### src/rtl/core/tccw_pkg.sv
`timescale 1ns / 1ps

package tccw_pkg;

  // field widths
  localparam int CHAR_W  = 8;
  localparam int COLOR_W = 4;
  localparam int ADDR_W  = 12;
  localparam int ATTR_W  = 8;
  localparam int POS_W   = 11;

  // character codes
  localparam logic [CHAR_W-1:0] CH_NUL   = 8'h00;
  localparam logic [CHAR_W-1:0] CH_LF    = 8'h0A;
  localparam logic [CHAR_W-1:0] CH_CR    = 8'h0D;
  localparam logic [CHAR_W-1:0] CH_SPACE = 8'h20;

  // attribute used when the bottom row is cleared
  localparam logic [ATTR_W-1:0] CLEAR_ATTR = 8'h0F;

  // held line break codes
  localparam logic [1:0] HOLD_NONE = 2'd0;
  localparam logic [1:0] HOLD_CR   = 2'd1;
  localparam logic [1:0] HOLD_LF   = 2'd2;

  // result operations
  localparam logic OP_WRITE  = 1'b0;
  localparam logic OP_SCROLL = 1'b1;

  localparam int MAX_RES = 3;

  typedef struct packed {
    logic              op_code;
    logic [ADDR_W-1:0] cell_address;
    logic [CHAR_W-1:0] cell_char;
    logic [ATTR_W-1:0] cell_attr;
    logic [POS_W-1:0]  cursor_position;
    logic              run_end;
  } res_t;

endpackage

### src/rtl/core/tccw_chan_if.sv
`timescale 1ns / 1ps

interface tccw_in_if;
  logic                              valid;
  logic                              ready;
  logic [tccw_pkg::CHAR_W-1:0]       char_code;
  logic [tccw_pkg::COLOR_W-1:0]      fore_color;
  logic [tccw_pkg::COLOR_W-1:0]      back_color;
  logic                              end_of_string;

  modport source (output valid, char_code, fore_color, back_color, end_of_string,
                  input ready);
  modport sink (input valid, char_code, fore_color, back_color, end_of_string,
                output ready);
endinterface

interface tccw_out_if;
  logic                         valid;
  logic                         ready;
  logic                         op_code;
  logic [tccw_pkg::ADDR_W-1:0]  cell_address;
  logic [tccw_pkg::CHAR_W-1:0]  cell_char;
  logic [tccw_pkg::ATTR_W-1:0]  cell_attr;
  logic [tccw_pkg::POS_W-1:0]   cursor_position;
  logic                         run_end;

  modport source (output valid, op_code, cell_address, cell_char, cell_attr,
                  cursor_position, run_end, input ready);
  modport sink (input valid, op_code, cell_address, cell_char, cell_attr,
                cursor_position, run_end, output ready);
endinterface

### src/rtl/core/tccw_step.sv
`timescale 1ns / 1ps

module tccw_step #(
  parameter int SCREEN_WIDTH  = 80,
  parameter int SCREEN_HEIGHT = 25,
  parameter int RW = $clog2(SCREEN_HEIGHT),
  parameter int CW = $clog2(SCREEN_WIDTH)
) (
  input  logic [RW-1:0]                      row,
  input  logic [CW-1:0]                      col,
  input  logic [1:0]                         pend,
  input  logic [tccw_pkg::CHAR_W-1:0]        char_code,
  input  logic [tccw_pkg::COLOR_W-1:0]       fore_color,
  input  logic [tccw_pkg::COLOR_W-1:0]       back_color,
  input  logic                               end_of_string,
  output logic [RW-1:0]                      row_nxt,
  output logic [CW-1:0]                      col_nxt,
  output logic [1:0]                         pend_nxt,
  output tccw_pkg::res_t [tccw_pkg::MAX_RES-1:0] res,
  output logic [1:0]                         res_cnt
);

  localparam logic [RW:0]   HEIGHT     = (RW+1)'(SCREEN_HEIGHT);
  localparam logic [RW-1:0] BOTTOM_ROW = RW'(SCREEN_HEIGHT - 1);
  localparam logic [CW:0]   WIDTH      = (CW+1)'(SCREEN_WIDTH);
  localparam int            SCROLL_ADDR = 2 * (SCREEN_HEIGHT - 1) * SCREEN_WIDTH;

  logic              is_cr, is_lf, is_brk, is_nul, partner, nl_a, scroll_a;
  logic              nl_b, hold, wr, wrap, adv_row, scroll_b;
  logic [RW:0]       row1, row2;
  logic [RW-1:0]     row1c;
  logic [CW-1:0]     col1;
  logic [CW:0]       colp;
  logic [tccw_pkg::ADDR_W-1:0] pos;
  tccw_pkg::res_t    scr_res, wr_res;

  always_comb begin
    is_cr  = (char_code == tccw_pkg::CH_CR);
    is_lf  = (char_code == tccw_pkg::CH_LF);
    is_brk = is_cr || is_lf;
    is_nul = (char_code == tccw_pkg::CH_NUL);

    // held break is dropped when its partner follows
    partner = ((pend == tccw_pkg::HOLD_CR) && is_lf) ||
              ((pend == tccw_pkg::HOLD_LF) && is_cr);
    nl_a = ((pend == tccw_pkg::HOLD_CR) || (pend == tccw_pkg::HOLD_LF)) && !partner;

    row1     = {1'b0, row} + (RW+1)'(nl_a);
    col1     = nl_a ? '0 : col;
    scroll_a = nl_a && (row1 >= HEIGHT);
    row1c    = scroll_a ? BOTTOM_ROW : row1[RW-1:0];

    nl_b = (is_brk && end_of_string) || is_nul;
    hold = is_brk && !end_of_string;
    wr   = !is_brk && !is_nul;

    pos  = tccw_pkg::ADDR_W'(row1c) * tccw_pkg::ADDR_W'(SCREEN_WIDTH) +
           tccw_pkg::ADDR_W'(col1);
    colp = {1'b0, col1} + (CW+1)'(1);
    wrap = colp >= WIDTH;

    adv_row  = nl_b || (wr && wrap);
    row2     = {1'b0, row1c} + (RW+1)'(adv_row);
    scroll_b = adv_row && (row2 >= HEIGHT);

    row_nxt  = scroll_b ? BOTTOM_ROW : row2[RW-1:0];
    if (nl_b || (wr && wrap)) begin
      col_nxt = '0;
    end else if (wr) begin
      col_nxt = colp[CW-1:0];
    end else begin
      col_nxt = col1;
    end
    pend_nxt = hold ? (is_cr ? tccw_pkg::HOLD_CR : tccw_pkg::HOLD_LF)
                    : tccw_pkg::HOLD_NONE;

    scr_res.op_code         = tccw_pkg::OP_SCROLL;
    scr_res.cell_address    = tccw_pkg::ADDR_W'(SCROLL_ADDR);
    scr_res.cell_char       = tccw_pkg::CH_SPACE;
    scr_res.cell_attr       = tccw_pkg::CLEAR_ATTR;
    scr_res.cursor_position = '0;
    scr_res.run_end         = 1'b0;

    wr_res.op_code         = tccw_pkg::OP_WRITE;
    wr_res.cell_address    = {pos[tccw_pkg::ADDR_W-2:0], 1'b0};
    wr_res.cell_char       = char_code;
    wr_res.cell_attr       = {back_color, fore_color};
    wr_res.cursor_position = pos[tccw_pkg::POS_W-1:0];
    wr_res.run_end         = 1'b0;

    // results in order: held-newline scroll, cell write, trailing scroll
    res[0] = (scroll_a || !wr) ? scr_res : wr_res;
    res[1] = (scroll_a && wr) ? wr_res : scr_res;
    res[2] = scr_res;
    res_cnt = 2'(scroll_a) + 2'(wr) + 2'(scroll_b);
    res[0].run_end = (res_cnt == 2'd1);
    res[1].run_end = (res_cnt == 2'd2);
    res[2].run_end = (res_cnt == 2'd3);
  end

endmodule

### src/rtl/core/text_console_cursor_writer_unit.sv
`timescale 1ns / 1ps

// Text console cursor writer. Each character item is turned, in the cycle it
// is accepted, into zero to three results (scroll, cell write, scroll) that go
// into a four-entry result queue; the queue drains one result per cycle while
// out_ch.ready is high. An item is taken whenever at most one result will be
// left in the queue after this cycle's take, so characters that give one
// result each flow at one item per cycle while the result port is not stalled.
// CR or LF without end_of_string is held until the next item and gives no
// result by itself. After reset the cursor sits at column 0 of row 5 (or of
// the bottom row on screens of five rows or fewer).
module text_console_cursor_writer_unit #(
  parameter int SCREEN_WIDTH  = 80,
  parameter int SCREEN_HEIGHT = 25
) (
  input  logic       clk,
  input  logic       rst_n,
  tccw_in_if.sink    in_ch,
  tccw_out_if.source out_ch
);

  localparam int RW = $clog2(SCREEN_HEIGHT);
  localparam int CW = $clog2(SCREEN_WIDTH);
  localparam int QD = 4;
  localparam logic [RW-1:0] RESET_ROW =
    (5 < SCREEN_HEIGHT) ? RW'(5) : RW'(SCREEN_HEIGHT - 1);

  logic [RW-1:0] row_r, row_nxt;
  logic [CW-1:0] col_r, col_nxt;
  logic [1:0]    pend_r, pend_nxt;
  tccw_pkg::res_t [tccw_pkg::MAX_RES-1:0] new_res;
  logic [1:0]    new_cnt;

  tccw_pkg::res_t q_r   [QD];
  tccw_pkg::res_t q_nxt [QD];
  logic [2:0]     cnt_r, cnt_nxt, base;
  logic           pop, push;

  tccw_step #(
    .SCREEN_WIDTH  (SCREEN_WIDTH),
    .SCREEN_HEIGHT (SCREEN_HEIGHT),
    .RW            (RW),
    .CW            (CW)
  ) u_step (
    .row           (row_r),
    .col           (col_r),
    .pend          (pend_r),
    .char_code     (in_ch.char_code),
    .fore_color    (in_ch.fore_color),
    .back_color    (in_ch.back_color),
    .end_of_string (in_ch.end_of_string),
    .row_nxt       (row_nxt),
    .col_nxt       (col_nxt),
    .pend_nxt      (pend_nxt),
    .res           (new_res),
    .res_cnt       (new_cnt)
  );

  assign pop         = out_ch.valid && out_ch.ready;
  assign base        = cnt_r - 3'(pop);
  assign in_ch.ready = (base <= 3'd1);
  assign push        = in_ch.valid && in_ch.ready;
  assign cnt_nxt     = base + (push ? 3'(new_cnt) : 3'd0);

  // shift queue: survivors move down on a take, new results land behind them
  for (genvar i = 0; i < QD; i++) begin : g_q
    logic [2:0] slot;
    assign slot = 3'(i) - base;
    always_comb begin
      q_nxt[i] = q_r[i];
      if (3'(i) < base) begin
        if (i < QD - 1) begin
          q_nxt[i] = pop ? q_r[(i < QD - 1) ? i + 1 : i] : q_r[i];
        end
      end else if (push && (slot < 3'(new_cnt))) begin
        q_nxt[i] = new_res[slot[1:0]];
      end
    end
  end

  always_ff @(posedge clk) begin
    if (!rst_n) begin
      row_r  <= RESET_ROW;
      col_r  <= '0;
      pend_r <= tccw_pkg::HOLD_NONE;
      cnt_r  <= '0;
    end else begin
      if (push) begin
        row_r  <= row_nxt;
        col_r  <= col_nxt;
        pend_r <= pend_nxt;
      end
      cnt_r <= cnt_nxt;
    end
  end

  always_ff @(posedge clk) begin
    for (int i = 0; i < QD; i++) begin
      q_r[i] <= q_nxt[i];
    end
  end

  assign out_ch.valid           = (cnt_r != 3'd0);
  assign out_ch.op_code         = q_r[0].op_code;
  assign out_ch.cell_address    = q_r[0].cell_address;
  assign out_ch.cell_char       = q_r[0].cell_char;
  assign out_ch.cell_attr       = q_r[0].cell_attr;
  assign out_ch.cursor_position = q_r[0].cursor_position;
  assign out_ch.run_end         = q_r[0].run_end;

endmodule

### src/flat_wrapper.sv
// flat-port wrapper written by rule: the top's interface ports become plain ports
module text_console_cursor_writer_unit_flat 
#(
  parameter int SCREEN_WIDTH  = 80,
  parameter int SCREEN_HEIGHT = 25
)
  (clk, rst_n, in_ch_valid, in_ch_char_code, in_ch_fore_color, in_ch_back_color, in_ch_end_of_string, in_ch_ready, out_ch_valid, out_ch_op_code, out_ch_cell_address, out_ch_cell_char, out_ch_cell_attr, out_ch_cursor_position, out_ch_run_end, out_ch_ready);
  tccw_in_if in_ch_i ();
  tccw_out_if out_ch_i ();
  input  logic clk;
  input  logic rst_n;
  input wire logic [$bits(in_ch_i.valid)-1:0] in_ch_valid;
  input wire logic [$bits(in_ch_i.char_code)-1:0] in_ch_char_code;
  input wire logic [$bits(in_ch_i.fore_color)-1:0] in_ch_fore_color;
  input wire logic [$bits(in_ch_i.back_color)-1:0] in_ch_back_color;
  input wire logic [$bits(in_ch_i.end_of_string)-1:0] in_ch_end_of_string;
  output wire logic [$bits(in_ch_i.ready)-1:0] in_ch_ready;
  output wire logic [$bits(out_ch_i.valid)-1:0] out_ch_valid;
  output wire logic [$bits(out_ch_i.op_code)-1:0] out_ch_op_code;
  output wire logic [$bits(out_ch_i.cell_address)-1:0] out_ch_cell_address;
  output wire logic [$bits(out_ch_i.cell_char)-1:0] out_ch_cell_char;
  output wire logic [$bits(out_ch_i.cell_attr)-1:0] out_ch_cell_attr;
  output wire logic [$bits(out_ch_i.cursor_position)-1:0] out_ch_cursor_position;
  output wire logic [$bits(out_ch_i.run_end)-1:0] out_ch_run_end;
  input wire logic [$bits(out_ch_i.ready)-1:0] out_ch_ready;
  assign in_ch_i.valid = in_ch_valid;
  assign in_ch_i.char_code = in_ch_char_code;
  assign in_ch_i.fore_color = in_ch_fore_color;
  assign in_ch_i.back_color = in_ch_back_color;
  assign in_ch_i.end_of_string = in_ch_end_of_string;
  assign in_ch_ready = in_ch_i.ready;
  assign out_ch_valid = out_ch_i.valid;
  assign out_ch_op_code = out_ch_i.op_code;
  assign out_ch_cell_address = out_ch_i.cell_address;
  assign out_ch_cell_char = out_ch_i.cell_char;
  assign out_ch_cell_attr = out_ch_i.cell_attr;
  assign out_ch_cursor_position = out_ch_i.cursor_position;
  assign out_ch_run_end = out_ch_i.run_end;
  assign out_ch_i.ready = out_ch_ready;
  text_console_cursor_writer_unit #(.SCREEN_WIDTH(SCREEN_WIDTH), .SCREEN_HEIGHT(SCREEN_HEIGHT)) u_core (.clk(clk), .rst_n(rst_n), .in_ch(in_ch_i), .out_ch(out_ch_i));
endmodule
### config.mk
export PLATFORM = sky130hd
export DESIGN_NAME = text_console_cursor_writer_unit_flat
export DESIGN_NICKNAME = d
export VERILOG_FILES = /design/src/rtl/core/tccw_pkg.sv /design/src/rtl/core/tccw_chan_if.sv /design/src/rtl/core/tccw_step.sv /design/src/rtl/core/text_console_cursor_writer_unit.sv /design/src/flat_wrapper.sv
export SDC_FILE = /design/constraint.sdc
export NUM_CORES = 1
export LEC_CHECK = 0
export ABC_AREA = 1
export CORE_MARGIN = 1
export CORE_UTILIZATION = 55
export DETAILED_ROUTE_END_ITERATION = 10
export DONT_BUFFER_PORTS = 1
export PLACE_DENSITY = 0.73
export SYNTH_ARGS = -nofsm -noshare
export SYNTH_HDL_FRONTEND = slang
export SYNTH_SLANG_ARGS = --single-unit
### constraint.sdc
create_clock -name clk -period 6.2 [get_ports clk]
set_input_delay 0.31 -clock clk [delete_from_list [all_inputs] [get_ports clk]]
set_output_delay 0.31 -clock clk [all_outputs]
set_load 0.05 [all_outputs]
-- After elaboration in Yosys (flattened, before gate mapping)
Memories as Yosys holds them, arrays and structs flattened.
Index checks and enable logic that the tools add are counted.
- bits in registers: 17
- bits in latches: 0
- RAM bits: 164
- memory bits (read-only): 0
- bits of input ports: 21
- word-level logic and storage cells: 99
- memories kept: 1
- $add $sub $neg: 12
- multipliers: 1
- div/mod/pow operators: 0
- magnitude comparators: 16
- eq/ne operators: 7
- shift operators: 0
- multiplexer cells: 29
- bitwise logic cells: 0
- reduce and logical (&&, ||, !) cells: 29
- memory list (name ; words ; width ; read ports ; clocked after Yosys merged registers in ; write ports ; RTL line ; RTL):
    u_core.q_r ; 4 ; 41 ; 4 ; 0 ; 4 ; text_console_cursor_writer_unit.sv:34 ; tccw_pkg::res_t q_r [QD];
- operator list (kind ; number):
    $mux 41 ; 17
    $bmux 41 s2 ; 4
    $mux 7 ; 3
    $eq 8x4->1 const B ; 2
    $logic_and 1x1->1 ; 16
    $add 5x1->6 ; 2
    $ge 6x5->1 const B ; 2
    $lt 2x3->1 const B ; 4
    $lt 3x2->1 ; 4
    $add 11x7->11 ; 1
    $mux 5 ; 2
    $add 7x1->8 const B ; 1
    $ge 8x7->1 const B ; 1
    $logic_not 8->1 ; 1
    $mul 5x3->7 const B ; 1
    $eq 2x2->1 const B ; 3
    $logic_or 1x1->1 ; 6
    $lt 1x3->1 const A ; 2
    $lt 2x3->1 const A ; 2
    $mux 2 ; 3
    $sub 1x3->3 const A ; 2
    $sub 2x3->3 const A ; 2
    $logic_not 1->1 ; 5
    $eq 2x1->1 const B ; 2
    other kinds (6) ; 6

-- Longest topological paths before layout
- depth after elaboration: 19
- depth in mapped cells: 37
- gate-level depth less buffers: 35

-- Cells and area by module
A second synthesis with hierarchy kept.
- cells, all modules: 1695
- area total of the unflattened synthesis: 12208.0 um^2
- by module, submodules not included (module ; instances ; cells an instance ; area an instance (um^2) ; seq. area each (um^2)):
    text_console_cursor_writer_unit ; 1 ; 1357 ; 10319.9 ; 5265.0
    tccw_step ; 1 ; 338 ; 1888.1 ; 0.0

-- Least setup slack after synthesis
Ideal clock, no wire load.
- path type: reg2reg
- from: reg u_core.pend_r[0] (netlist name)
- to: mem u_core.q_r[2][0] in the netlist's numbering (enable)
- library setup time: 0.473 ns
- data arrival time: 6.248 ns
- data required time: 5.727 ns
- slack: -0.521 ns
- stages on the path, launching flop included: 30
- path buffers: 2
- clock period less this slack: 6.721 ns
- cell sequence: dfxtp_1 > inv_1 > ha_1 > inv_1 > nand3_2 > buf_6 > nand2_1 > inv_1 > ha_1 > nand2_1 > inv_1 > nand3_1 > nor2_1 > nand2_1 > nand2_1 > nand3_2 > a21oi_2 > ha_1 > ha_1 > or2_2 > nor2_1 > nor2_1 > nand2_1 > nand2_1 > nand2_2 > fa_1 > clkbuf_1 > nor2_1 > o21ai_0 > o31ai_1
- RTL lines (what ; RTL line):
    end, declared ; text_console_cursor_writer_unit.sv:34

==> flow_summary.ini <==
[run_status]
status = completed

[floorplan]
die_w_um = 120
start_util = 0.573
ios = 64
die_h_um = 120
dieArea_um2 = 14500
rows = 42
core_um2 = 13500

[setup_path]
crit_family = adder cells
worstReg2RegEnd = u_core.q_r[0][20]$_DFFE_PP_
worst-r2r-cell-count = 30
crit_path_top_delay_cell = fa_1
cp.depth = 30
start_kind = flip-flop
end_kind = flip-flop
crit_end = u_core.q_r[0][20]$_DFFE_PP_
startpoint = u_core.pend_r[0]$_SDFFE_PN0P_
critPathArrivalTime_ps = 5430
r2r-start = u_core.pend_r[0]$_SDFFE_PN0P_
critical-path-max-stage-delay_ps = 520
crit_required_ps = 6270
path_common_cell = nand2_1
worst-path-buf-inv = 6
crit_type = flip-flop to flip-flop
r2r_slack_ps = 840
crit_fanout = 34

[clocking]
clockBufferDepth = 2
root_buffer = clkbuf_16
cts_made_buffers = 17
cts_setup_buffers = 0
cts.clk_slew.worst_paths_ps = 60
h-tree-depth = 4
cts.sinks = 151
clk_latency_ps = 430
tritoncts = built

[worst_hold_path]
hold_start = rst_n
holdCritPathClass = input port to flip-flop

[placement]
place_worst_setup_slack_ps = 817
numPortBuffers = 0
dpl.hpwl_um = 11600
gp_congestion = 0.829

[global_routing]
antenna_found_initial = 0
grt_pass1_vias = 5878
groute.usage.overall = 0.271
grt_start_max_net_pins = 37
overflow = 0
grt_first_pass_wirelength_um = 29600

[drt]
viasPerCell = 5.83
wirelength_um = 18000
drt_iter0_drc = 724
drc = 0
route.vias.total = 5775
drtPass1Iterations = 5
wl_per_cell_um = 18.1
antenna_left = 0

[logic_synthesis]
syn-num-nets = 865
yosysWarnings = 0
synth_top_area_frac = 0.522
syn_inst = 812
ys_seq_area_frac = 0.566
synth_largest_area_cell = edfxtp_1
syn-mean-instance-area_um2 = 9.50
synth_area_leaders = edfxtp_1, nand2_1, ha_1
ys_ff_latch = 151
synth_cell_types = 41
synth_area_um2 = 7710

[timing]
finalWorstSetupSlack_ps = 843
drv_slew = 0
fin_crit_sh = 0.864
setup_viol = 0
min_period_ps = 5360
fmax_ghz = 0.187
setup_tns_ps = 0
tightest_slew_ps = 1250
timing.hold.ws_ps = 13.7
relSlewSlack = 0.167
skew_ps = 8.79
hold_violations = 0
rsz0062_at_grt = false

[job]
maxCapViolCount = 0

[cells_and_area]
drive_gt1_frac = 0.101
syn_to_final_growth_pct = 9.80
fin_nets = 854
num_antenna_cells = 0
fill_cells = 1075
cells in the final DEF (no fill, tap or decap), drive strengths merged, types with 6 or more instances in the layout:
cell type,Yosys,routed
a21oi,24,24
buf,14,9
clkbuf,26,17
clkinv,2,8
dfxtp,17,17
edfxtp,134,134
ha,28,28
inv,74,78
nand2,232,232
nand3,26,26
nand4,6,6
nor2,78,78
o211ai,23,23
o21ai,96,96
or2,6,6
xor2,6,6
metrics by stage:
step,std cells,util,area [um^2]
3_3_place_gp,957,0.584,7860
4_1_cts,990,0.629,8470
2_1_floorplan,812,-,7720
5_1_grt,990,0.629,8470
6_report,990,0.629,8470
3_5_place_dp,957,0.584,7860
registers in the layout (all words and copies together) (netlist names):
register and cells:
u_core.pend_r 2, u_core.col_r 7, u_core.cnt_r 3, u_core.row_r 5, u_core.q_r 134
cell usage after synthesis (all sizes together):
| library cell | n |
|---|---|
| nand2 | 232 |
| clkinv | 2 |
| nand3 | 26 |
| a31oi | 2 |
| or2 | 6 |
| dfxtp | 17 |
| clkbuf | 26 |
| o2bb2ai | 1 |
| fa | 4 |
| edfxtp | 134 |
| nor2 | 78 |
| ha | 28 |
| buf | 14 |
| nand3b | 1 |
| xnor2 | 4 |
| o211ai | 23 |
| inv | 74 |
| nor3 | 2 |
| conb | 1 |
| nand4 | 6 |
| a21oi | 24 |
| xor2 | 6 |
| o221ai | 2 |
| o31ai | 1 |
| o22ai | 2 |
| o21ai | 96 |
worst register-to-register path, delay by kind of cell (launching register included):
| family | cells | cell delay, ps |
|---|---|---|
| AO/OA/AOI/OAI | 3 | 410 |
| buffers and inverters | 6 | 820 |
| adder cells (fa/ha/maj) | 6 | 1740 |
| AND/OR/NAND/NOR | 15 | 1650 |
| flip-flops | 1 | 360 |
repair_timing:
item / in CTS / in global routing
endpoints found under the setup margin: 0 / 0
resized for setup: 0 / 0
hold buffers: 1 / 0
hold endpoints to repair: 2 / 0
cell type report:
type                    count  area (um^2)  share of cell area
clock buffers              17          425              0.0502
clock inverters            15          175              0.0207
inverters                  76          288              0.0340
multi-input cells         545         2920               0.344
flip-flops and latches    151         4360               0.515
well taps                 176          220              0.0260
repair buffers             10         77.6             0.00916
logic make-up (layout without fill, tap and decap cells):
family,count (synthesis),in the layout,share of synthesized area
AO/OA/AOI/OAI,151,151,0.115
XOR/XNOR,10,10,0.0114
adder cells (fa/ha/maj),32,32,0.0558
buffers and inverters,116,118,0.0636
flip-flops,151,151,0.566
other,1,1,0.000486
AND/OR/NAND/NOR,351,351,0.188
per-layer routing:
layer / GRT usage / share of wire / vias up / wire (um)
li1: - / - / 2718 / -
met4: 0.114 / 0.024 / 0 / 432
met3: 0.0731 / 0.080 / 39 / 1440
met1: 0.342 / 0.41 / 2748 / 7340
met2: 0.440 / 0.49 / 270 / 8760
met5: 0 / 0 / - / 0
worst min-delay path by stage:
stage | endpoint | slack [ps] | cells past startpoint
after global placement | u_core.cnt_r[0]$_SDFF_PN0_ | 410 | 2
after CTS | u_core.col_r[5]$_SDFFE_PN0P_ | 3 | 2
after detailed placement | u_core.cnt_r[1]$_SDFF_PN0_ | 420 | 2
after global routing | u_core.col_r[1]$_SDFFE_PN0P_ | 20 | 2
after floorplan | u_core.cnt_r[0]$_SDFF_PN0_ | 400 | 2
final | u_core.col_r[1]$_SDFFE_PN0P_ | 10 | 2
Power is not shown: default switching activity piles up to over one toggle a cycle in this logic, so the estimate is an artifact.
